**src/hw/rtl/cbqt_pkg.sv**
```systemverilog
// types, constants and register codes shared by the bandwidth quota throttle
`timescale 1ns / 1ps

package cbqt_pkg;

  localparam int unsigned TimeW  = 64;
  localparam int unsigned CountW = 32;
  localparam int unsigned CfgIdxW = 2;

  localparam logic [TimeW-1:0] PeriodResetNs = 64'd100000000;

  // register indexes on the configuration channel
  localparam logic [CfgIdxW-1:0] CfgQuotaEnabled = 2'd0;
  localparam logic [CfgIdxW-1:0] CfgQuotaNs      = 2'd1;
  localparam logic [CfgIdxW-1:0] CfgPeriodNs     = 2'd2;

  typedef enum logic {
    CMD_ACCOUNT = 1'b0,
    CMD_CHECK   = 1'b1
  } cmd_e;

  typedef struct packed {
    logic             quota_enabled;
    logic [TimeW-1:0] quota_ns;
    logic [TimeW-1:0] period_ns;
  } cfg_t;

  typedef struct packed {
    cmd_e             cmd;
    logic [TimeW-1:0] delta_ns;
    logic [TimeW-1:0] now_ns;
  } item_t;

  typedef struct packed {
    logic [TimeW-1:0]  period_used;
    logic [TimeW-1:0]  window_start;
    logic              throttle_flag;
    logic [CountW-1:0] event_count;
    logic [TimeW-1:0]  stalled_time;
    logic [TimeW-1:0]  lifetime_runtime;
  } state_t;

  typedef struct packed {
    logic              throttle_now;
    logic              released;
    logic              is_throttled;
    logic [CountW-1:0] throttle_events;
    logic [TimeW-1:0]  throttled_total_ns;
    logic [TimeW-1:0]  runtime_total_ns;
    logic [TimeW-1:0]  period_runtime_ns;
  } result_t;

endpackage

```
**src/hw/rtl/cbqt_core.sv**
```systemverilog
// next-state and result logic for one account or check transaction
`timescale 1ns / 1ps

module cbqt_core (
  input  cbqt_pkg::state_t  state_i,
  input  cbqt_pkg::cfg_t    cfg_i,
  input  cbqt_pkg::item_t   item_i,
  output cbqt_pkg::state_t  state_o,
  output cbqt_pkg::result_t res_o
);

  logic                          is_account;
  logic [cbqt_pkg::TimeW-1:0]    start_eff;
  logic [cbqt_pkg::TimeW-1:0]    since_start;
  logic                          over;
  logic [cbqt_pkg::TimeW-1:0]    stall_add;
  logic [cbqt_pkg::TimeW-1:0]    used_base;
  logic [cbqt_pkg::TimeW-1:0]    used_new;
  logic                          hit;
  logic                          rel;
  cbqt_pkg::state_t              nxt;

  assign is_account = (item_i.cmd == cbqt_pkg::CMD_ACCOUNT);

  // an account transaction starts the window at now when it was never started
  assign start_eff   = (is_account && (state_i.window_start == '0)) ?
                       item_i.now_ns : state_i.window_start;
  assign since_start = item_i.now_ns - start_eff;
  assign over        = (since_start >= cfg_i.period_ns);
  assign stall_add   = since_start - state_i.period_used;
  assign used_base   = over ? '0 : state_i.period_used;
  assign used_new    = used_base + item_i.delta_ns;

  always_comb begin
    nxt = state_i;
    hit = 1'b0;
    rel = 1'b0;
    if (is_account) begin
      if (cfg_i.quota_enabled) begin
        nxt.window_start = start_eff;
        if (over) begin
          if (state_i.throttle_flag) begin
            nxt.stalled_time = state_i.stalled_time + stall_add;
          end
          nxt.window_start  = item_i.now_ns;
          nxt.throttle_flag = 1'b0;
        end
        nxt.period_used      = used_new;
        nxt.lifetime_runtime = state_i.lifetime_runtime + item_i.delta_ns;
        if (used_new >= cfg_i.quota_ns) begin
          nxt.throttle_flag = 1'b1;
          hit               = 1'b1;
          if (state_i.event_count != '1) begin
            nxt.event_count = state_i.event_count + 1'b1;
          end
        end
      end
    end else begin
      if (state_i.throttle_flag && over) begin
        nxt.stalled_time  = state_i.stalled_time + stall_add;
        nxt.period_used   = '0;
        nxt.window_start  = item_i.now_ns;
        nxt.throttle_flag = 1'b0;
        rel               = 1'b1;
      end
    end
  end

  assign state_o = nxt;

  always_comb begin
    res_o.throttle_now       = hit;
    res_o.released           = rel;
    res_o.is_throttled       = nxt.throttle_flag;
    res_o.throttle_events    = nxt.event_count;
    res_o.throttled_total_ns = nxt.stalled_time;
    res_o.runtime_total_ns   = nxt.lifetime_runtime;
    res_o.period_runtime_ns  = nxt.period_used;
  end

endmodule

```
**src/hw/rtl/cpu_bandwidth_quota_throttle_top.sv**
```systemverilog
// top level of the per-group cpu bandwidth quota throttle
`timescale 1ns / 1ps

// Per-group cpu bandwidth limiter. Each input transaction (tuser = cmd) either
// accounts elapsed run time against the period quota or checks whether a
// throttled group may be released; each one yields exactly one result
// transaction with the flags and counters after it. One transaction is taken
// every clock cycle unless back-pressure stalls the output; the input register
// and the result register lie around the single-pass update of the group state.
// The user must write configuration via the cfg channel while no transaction
// is in flight; the block does not enforce it. No clearing pass follows reset.

module cpu_bandwidth_quota_throttle_top (
  input  logic                           clk_i,
  input  logic                           rst_ni,
  input  logic                           cfg_valid_i,
  output logic                           cfg_ready_o,
  input  logic [cbqt_pkg::CfgIdxW-1:0]   cfg_index_i,
  input  logic [cbqt_pkg::TimeW-1:0]     cfg_data_i,
  input  logic                           s_axis_tvalid,
  output logic                           s_axis_tready,
  // delta_ns [63:0], now_ns [127:64]
  input  logic [127:0]                   s_axis_tdata,
  // cmd [0]
  input  logic [0:0]                     s_axis_tuser,
  output logic                           m_axis_tvalid,
  input  logic                           m_axis_tready,
  // throttle_now [0], released [1], is_throttled [2], throttle_events [34:3],
  // throttled_total_ns [98:35], runtime_total_ns [162:99],
  // period_runtime_ns [226:163], zero [231:227]
  output logic [231:0]                   m_axis_tdata
);

  cbqt_pkg::cfg_t    cfg_q;
  cbqt_pkg::state_t  st_q;
  cbqt_pkg::state_t  st_d;
  cbqt_pkg::item_t   in_q;
  cbqt_pkg::result_t res_q;
  cbqt_pkg::result_t res_d;
  logic              in_valid_q;
  logic              out_valid_q;
  logic              advance;
  logic              in_take;

  assign cfg_ready_o   = 1'b1;
  assign advance       = !out_valid_q || m_axis_tready;
  assign s_axis_tready = !in_valid_q || advance;
  assign in_take       = s_axis_tvalid && s_axis_tready;

  always_ff @(posedge clk_i or negedge rst_ni) begin
    if (!rst_ni) begin
      cfg_q.quota_enabled <= 1'b0;
      cfg_q.quota_ns      <= '0;
      cfg_q.period_ns     <= cbqt_pkg::PeriodResetNs;
    end else if (cfg_valid_i) begin
      case (cfg_index_i)
        cbqt_pkg::CfgQuotaEnabled: cfg_q.quota_enabled <= cfg_data_i[0];
        cbqt_pkg::CfgQuotaNs:      cfg_q.quota_ns      <= cfg_data_i;
        cbqt_pkg::CfgPeriodNs:     cfg_q.period_ns     <= cfg_data_i;
        default: ;
      endcase
    end
  end

  always_ff @(posedge clk_i or negedge rst_ni) begin
    if (!rst_ni) begin
      in_valid_q <= 1'b0;
    end else if (s_axis_tready) begin
      in_valid_q <= s_axis_tvalid;
    end
  end

  always_ff @(posedge clk_i) begin
    if (in_take) begin
      in_q.cmd      <= cbqt_pkg::cmd_e'(s_axis_tuser[0]);
      in_q.delta_ns <= s_axis_tdata[63:0];
      in_q.now_ns   <= s_axis_tdata[127:64];
    end
  end

  cbqt_core u_core (
    .state_i (st_q),
    .cfg_i   (cfg_q),
    .item_i  (in_q),
    .state_o (st_d),
    .res_o   (res_d)
  );

  always_ff @(posedge clk_i or negedge rst_ni) begin
    if (!rst_ni) begin
      st_q        <= '0;
      out_valid_q <= 1'b0;
    end else if (advance) begin
      out_valid_q <= in_valid_q;
      if (in_valid_q) begin
        st_q <= st_d;
      end
    end
  end

  always_ff @(posedge clk_i) begin
    if (advance && in_valid_q) begin
      res_q <= res_d;
    end
  end

  assign m_axis_tvalid = out_valid_q;
  assign m_axis_tdata  = {5'd0,
                          res_q.period_runtime_ns,
                          res_q.runtime_total_ns,
                          res_q.throttled_total_ns,
                          res_q.throttle_events,
                          res_q.is_throttled,
                          res_q.released,
                          res_q.throttle_now};

`ifndef SYNTHESIS
  a_hit_sets_flag: assert property (@(posedge clk_i) disable iff (!rst_ni)
    (m_axis_tvalid && res_q.throttle_now) |-> res_q.is_throttled)
    else $error("throttle_now without throttle flag");

  a_release_clears: assert property (@(posedge clk_i) disable iff (!rst_ni)
    (m_axis_tvalid && res_q.released) |->
      (!res_q.is_throttled && (res_q.period_runtime_ns == '0)))
    else $error("release left throttle or period run time");

  a_hit_rel_excl: assert property (@(posedge clk_i) disable iff (!rst_ni)
    m_axis_tvalid |-> !(res_q.throttle_now && res_q.released))
    else $error("throttle and release in one result");

  a_events_monotonic: assert property (@(posedge clk_i) disable iff (!rst_ni)
    1'b1 |=> (st_q.event_count >= $past(st_q.event_count)))
    else $error("throttle event count went down");

  a_state_hold_idle: assert property (@(posedge clk_i) disable iff (!rst_ni)
    !(advance && in_valid_q) |=> $stable(st_q))
    else $error("group state changed without a transaction");
`endif

endmodule

```
**config.mk**
```make
export PLATFORM = sky130hd
export DESIGN_NAME = cpu_bandwidth_quota_throttle_top
export DESIGN_NICKNAME = d
export VERILOG_FILES = /design/src/hw/rtl/cbqt_pkg.sv /design/src/hw/rtl/cbqt_core.sv /design/src/hw/rtl/cpu_bandwidth_quota_throttle_top.sv
export SDC_FILE = /design/constraint.sdc
export NUM_CORES = 2
export LEC_CHECK = 0
export BUFFER_PORTS_ARGS = -buffer_cell sky130_fd_sc_hd__buf_2
export CORE_MARGIN = 2
export CORE_UTILIZATION = 55
export CTS_BUF_LIST = sky130_fd_sc_hd__clkbuf_8
export DETAILED_ROUTE_END_ITERATION = 8
export PLACE_DENSITY = 0.78
export SLEW_MARGIN = 20
export SYNTH_ARGS = -nofsm -noshare
export SYNTH_HDL_FRONTEND = slang
export SYNTH_SLANG_ARGS = --single-unit
```
**constraint.sdc**
```tcl
create_clock -name clk_i -period 13.2 [get_ports clk_i]
set_input_delay 2.64 -clock clk_i [delete_from_list [all_inputs] [get_ports clk_i]]
set_output_delay 2.64 -clock clk_i [all_outputs]
set_load 0.02 [all_outputs]
```
==> impl_metrics.env <==
export IMPL_place_area_um2=53000
export IMPL_skew_ps=57.5
export IMPL_drv_slew=0
export IMPL_rrSetupSlack_ps=590
export IMPL_setup_viol=0
export IMPL_avgSynthCellArea_um2=10.1
export IMPL_hold_viol=0
export IMPL_grt_first_pass_wirelength_mm=218
export IMPL_htree_levels=4
export IMPL_drcViolationCount=0
export IMPL_dp_hpwl_mm=110
export IMPL_synthMuxAreaShare=0.0584
export IMPL_max_freq_mhz=79.3
export IMPL_syn_area_um2=49800
export IMPL_hold_class="flip-flop to flip-flop"
export IMPL_numCtsBuffers=136
export IMPL_vias=39600
export IMPL_portBuffers=428
export IMPL_root_buffer="clkbuf_8"
export IMPL_globalplace_congestion=0.970
export IMPL_endpoint_kind="flip-flop"
export IMPL_synthAdderAreaFrac=0.122
export IMPL_io_pins=435
export IMPL_wl_per_cell_um=21.5
export IMPL_die_h_um=305
export IMPL_synth_seq_area_share=0.426
export IMPL_postSynthCellCount=4950
export IMPL_synth_top_family_by_area="compound AO/OA/AOI/OAI gates"
export IMPL_min_to="st_q[63]"
export IMPL_final_common_cell="nand2_1"
export IMPL_grt_max_degree=86
export IMPL_yosys_area_share_simple=0.123
export IMPL_dp_cells=6378
export IMPL_first_pass_iters=8
export IMPL_rows=110
export IMPL_drtIter0Drc=3590
export IMPL_postLayoutCellArea_um2=56000
export IMPL_synth_xor_xnor_area_share=0.0522
export IMPL_yosysTopAreaCell="edfxtp_1"
export IMPL_instances_no_fill=6652
export IMPL_die_w_um=305
export IMPL_holdCritStartpoint="st_q[63]"
export IMPL_yosys_warnings=0
export IMPL_synth_edf_count=356
export IMPL_clockBufferDepth=3
export IMPL_via_per_inst=5.95
export IMPL_synth_async_reset_ratio=0.541
export IMPL_cp_num_buf_inv=6
export IMPL_clock_sinks=776
export IMPL_grt_overflow_total=0
export IMPL_yosys_area_top_type_share=0.215
export IMPL_reg2reg_to="m_axis_tdata[4]"
export IMPL_cp_common_cell="a21oi_1"
export IMPL_period_share=0.955
export IMPL_clk_pin_slew_worst_paths_ps=60
export IMPL_maxSlewHeadroom=0.292
export IMPL_die_area_um2=93000
export IMPL_area_growth_pct=12.4
export IMPL_cp_slowest_cell="or4_1"
export IMPL_path_class="flip-flop to flip-flop"
export IMPL_synth_compound_area_frac=0.178
export IMPL_grt_pass1_vias=38000
export IMPL_layout_drive_gt1_share=0.187
export IMPL_hold_depth=1
export IMPL_hold_ws_ps=499
export IMPL_layout_common_cells="nand2_1, buf_2, dfrtp_1, a21oi_1, ha_1"
export IMPL_arrival_ps=13160
export IMPL_required_ps=13750
export IMPL_synth_cell_type_count=96
export IMPL_start_util=0.554
export IMPL_nNetsFinal=5999
export IMPL_clk_insertion_delay_late_ps=820
export IMPL_final_core_util=0.623
export IMPL_worst_pin_slew_ps=1060
export IMPL_critPathMaxFanout=25
export IMPL_outcome="finished, final reports clean"
export IMPL_wl_mm=143
export IMPL_cts_tree="built"
export IMPL_rr_startpoint="st_q[173]"
export IMPL_slowest_delay_ps=590
export IMPL_fin_crit_ps=12610
export IMPL_drv_cap=0
export IMPL_cts_hold_buf=0
export IMPL_r2r_cells=53
export IMPL_antenna_found_initial=25
export IMPL_gr_usage_all_layers=0.302
export IMPL_synth_area_leaders="edfxtp_1, dfrtp_1, ha_1"
export IMPL_synth_flop_cell="dfrtp_1"
export IMPL_fp_coreArea_um2=89900
export IMPL_cp_start_kind="flip-flop"
export IMPL_antenna_left=0
export IMPL_synth_seq_cells=776
export IMPL_crit_family="compound AO/OA/AOI/OAI gates"
per-stage QoR:
stage	setup TNS, ps	setup WS, ps
2_1_floorplan	0	1590
3_3_place_gp	-1240	-108
3_5_place_dp	-8930	-299
4_1_cts	0	159
5_1_grt	-13.9	-13.9
6_report	0	594
sequential cells by signal (all words and copies together), names as in the netlist:
signal and flops:
st_q 289, m_axis_tdata 227, cfg_q 129, in_q 129
in_valid_q 1, m_axis_tvalid 1
kinds of logic (layout without fill, tap and decap cells):
logic type / after synthesis / in the layout
fa+ha+maj: 448 / 448
simple gates: 1305 / 1305
buf+inv: 512 / 1021
compound gates: 1352 / 1352
other cells: 2 / 19
mux: 259 / 259
xor+xnor: 296 / 296
flops: 776 / 776
worst max-delay path by stage:
stage | start | slack, ps | endpoint | depth (start not counted)
4_1_cts | st_q[173] | 160 | m_axis_tdata[18] | 52
3_5_place_dp | st_q[173] | -300 | st_q[135] | 53
6_report | st_q[173] | 590 | m_axis_tdata[4] | 53
2_1_floorplan | st_q[173] | 1590 | m_axis_tdata[12] | 54
3_3_place_gp | st_q[173] | -110 | st_q[139] | 53
5_1_grt | st_q[173] | -10 | m_axis_tdata[4] | 50
per-layer routing:
metal / track usage / share of wire / vias to the layer above
met4: 0.131 / 0.043 / 22
met1: 0.432 / 0.45 / 19000
met3: 0.0575 / 0.079 / 287
met5: 0 / 0.00092 / -
met2: 0.448 / 0.43 / 1532
li1: - / - / 18800
cells in the mapped netlist (9+ instances only):
| master | instances |
|---|---|
| inv_1 | 279 |
| and3_1 | 43 |
| o31a_1 | 12 |
| mux2_2 | 252 |
| o211ai_1 | 19 |
| o21a_1 | 26 |
| a221oi_1 | 9 |
| dfrtp_1 | 408 |
| a21oi_1 | 407 |
| a211oi_1 | 24 |
| nand4_1 | 103 |
| xnor2_1 | 210 |
| clkbuf_1 | 168 |
| fa_1 | 66 |
| nand2b_1 | 39 |
| buf_1 | 9 |
| edfxtp_1 | 356 |
| buf_2 | 46 |
| or4_1 | 11 |
| a22o_1 | 107 |
| o31ai_1 | 18 |
| dfstp_2 | 12 |
| a211o_1 | 11 |
| a2111oi_0 | 12 |
| o21ai_1 | 16 |
| o21ai_0 | 260 |
| ha_1 | 382 |
| nor4_1 | 24 |
| and4_1 | 11 |
| and2_1 | 79 |
| or3_1 | 21 |
| nor2_1 | 262 |
| nor3_1 | 38 |
| xor2_1 | 85 |
| a31oi_1 | 34 |
| nand3_1 | 99 |
| nand2_1 | 519 |
| a21o_1 | 228 |
| nor2b_1 | 30 |
| o21bai_1 | 57 |
| a21boi_0 | 10 |
cell type report:
| type | instances | area (µm²) |
|---|---|---|
| multi-input combinational | 3666 | 26700 |
| inverter | 279 | 1050 |
| tap | 1176 | 1470 |
| clock inverter | 96 | 681 |
| fill | 7415 | 33900 |
| antenna | 13 | 32.5 |
| clock buffer | 154 | 2120 |
| timing repair buffer | 492 | 2690 |
| sequential | 776 | 21200 |
repair_timing:
item / in CTS / in global routing
buffers inserted: 2 / 7
endpoints found under the setup margin: 64 / 67
pin swaps: 1 / 4
hold endpoints to repair: 0 / 0
gates resized for setup: 5 / 8
worst reg2reg max path, delay by kind of cell (launching register included):
family | cells | cell delay [ps]
buffers and inverters | 6 | 1130
adders and majority gates | 4 | 1080
and+or+nand+nor | 10 | 2600
muxes | 2 | 440
xor gates and xnor gates | 1 | 140
DFF | 1 | 390
AOI/OAI and AO/OA | 30 | 6610
Power is left out: the tool's default activity adds up to more than one toggle a clock period on the data nets, which glitch-free logic cannot reach.
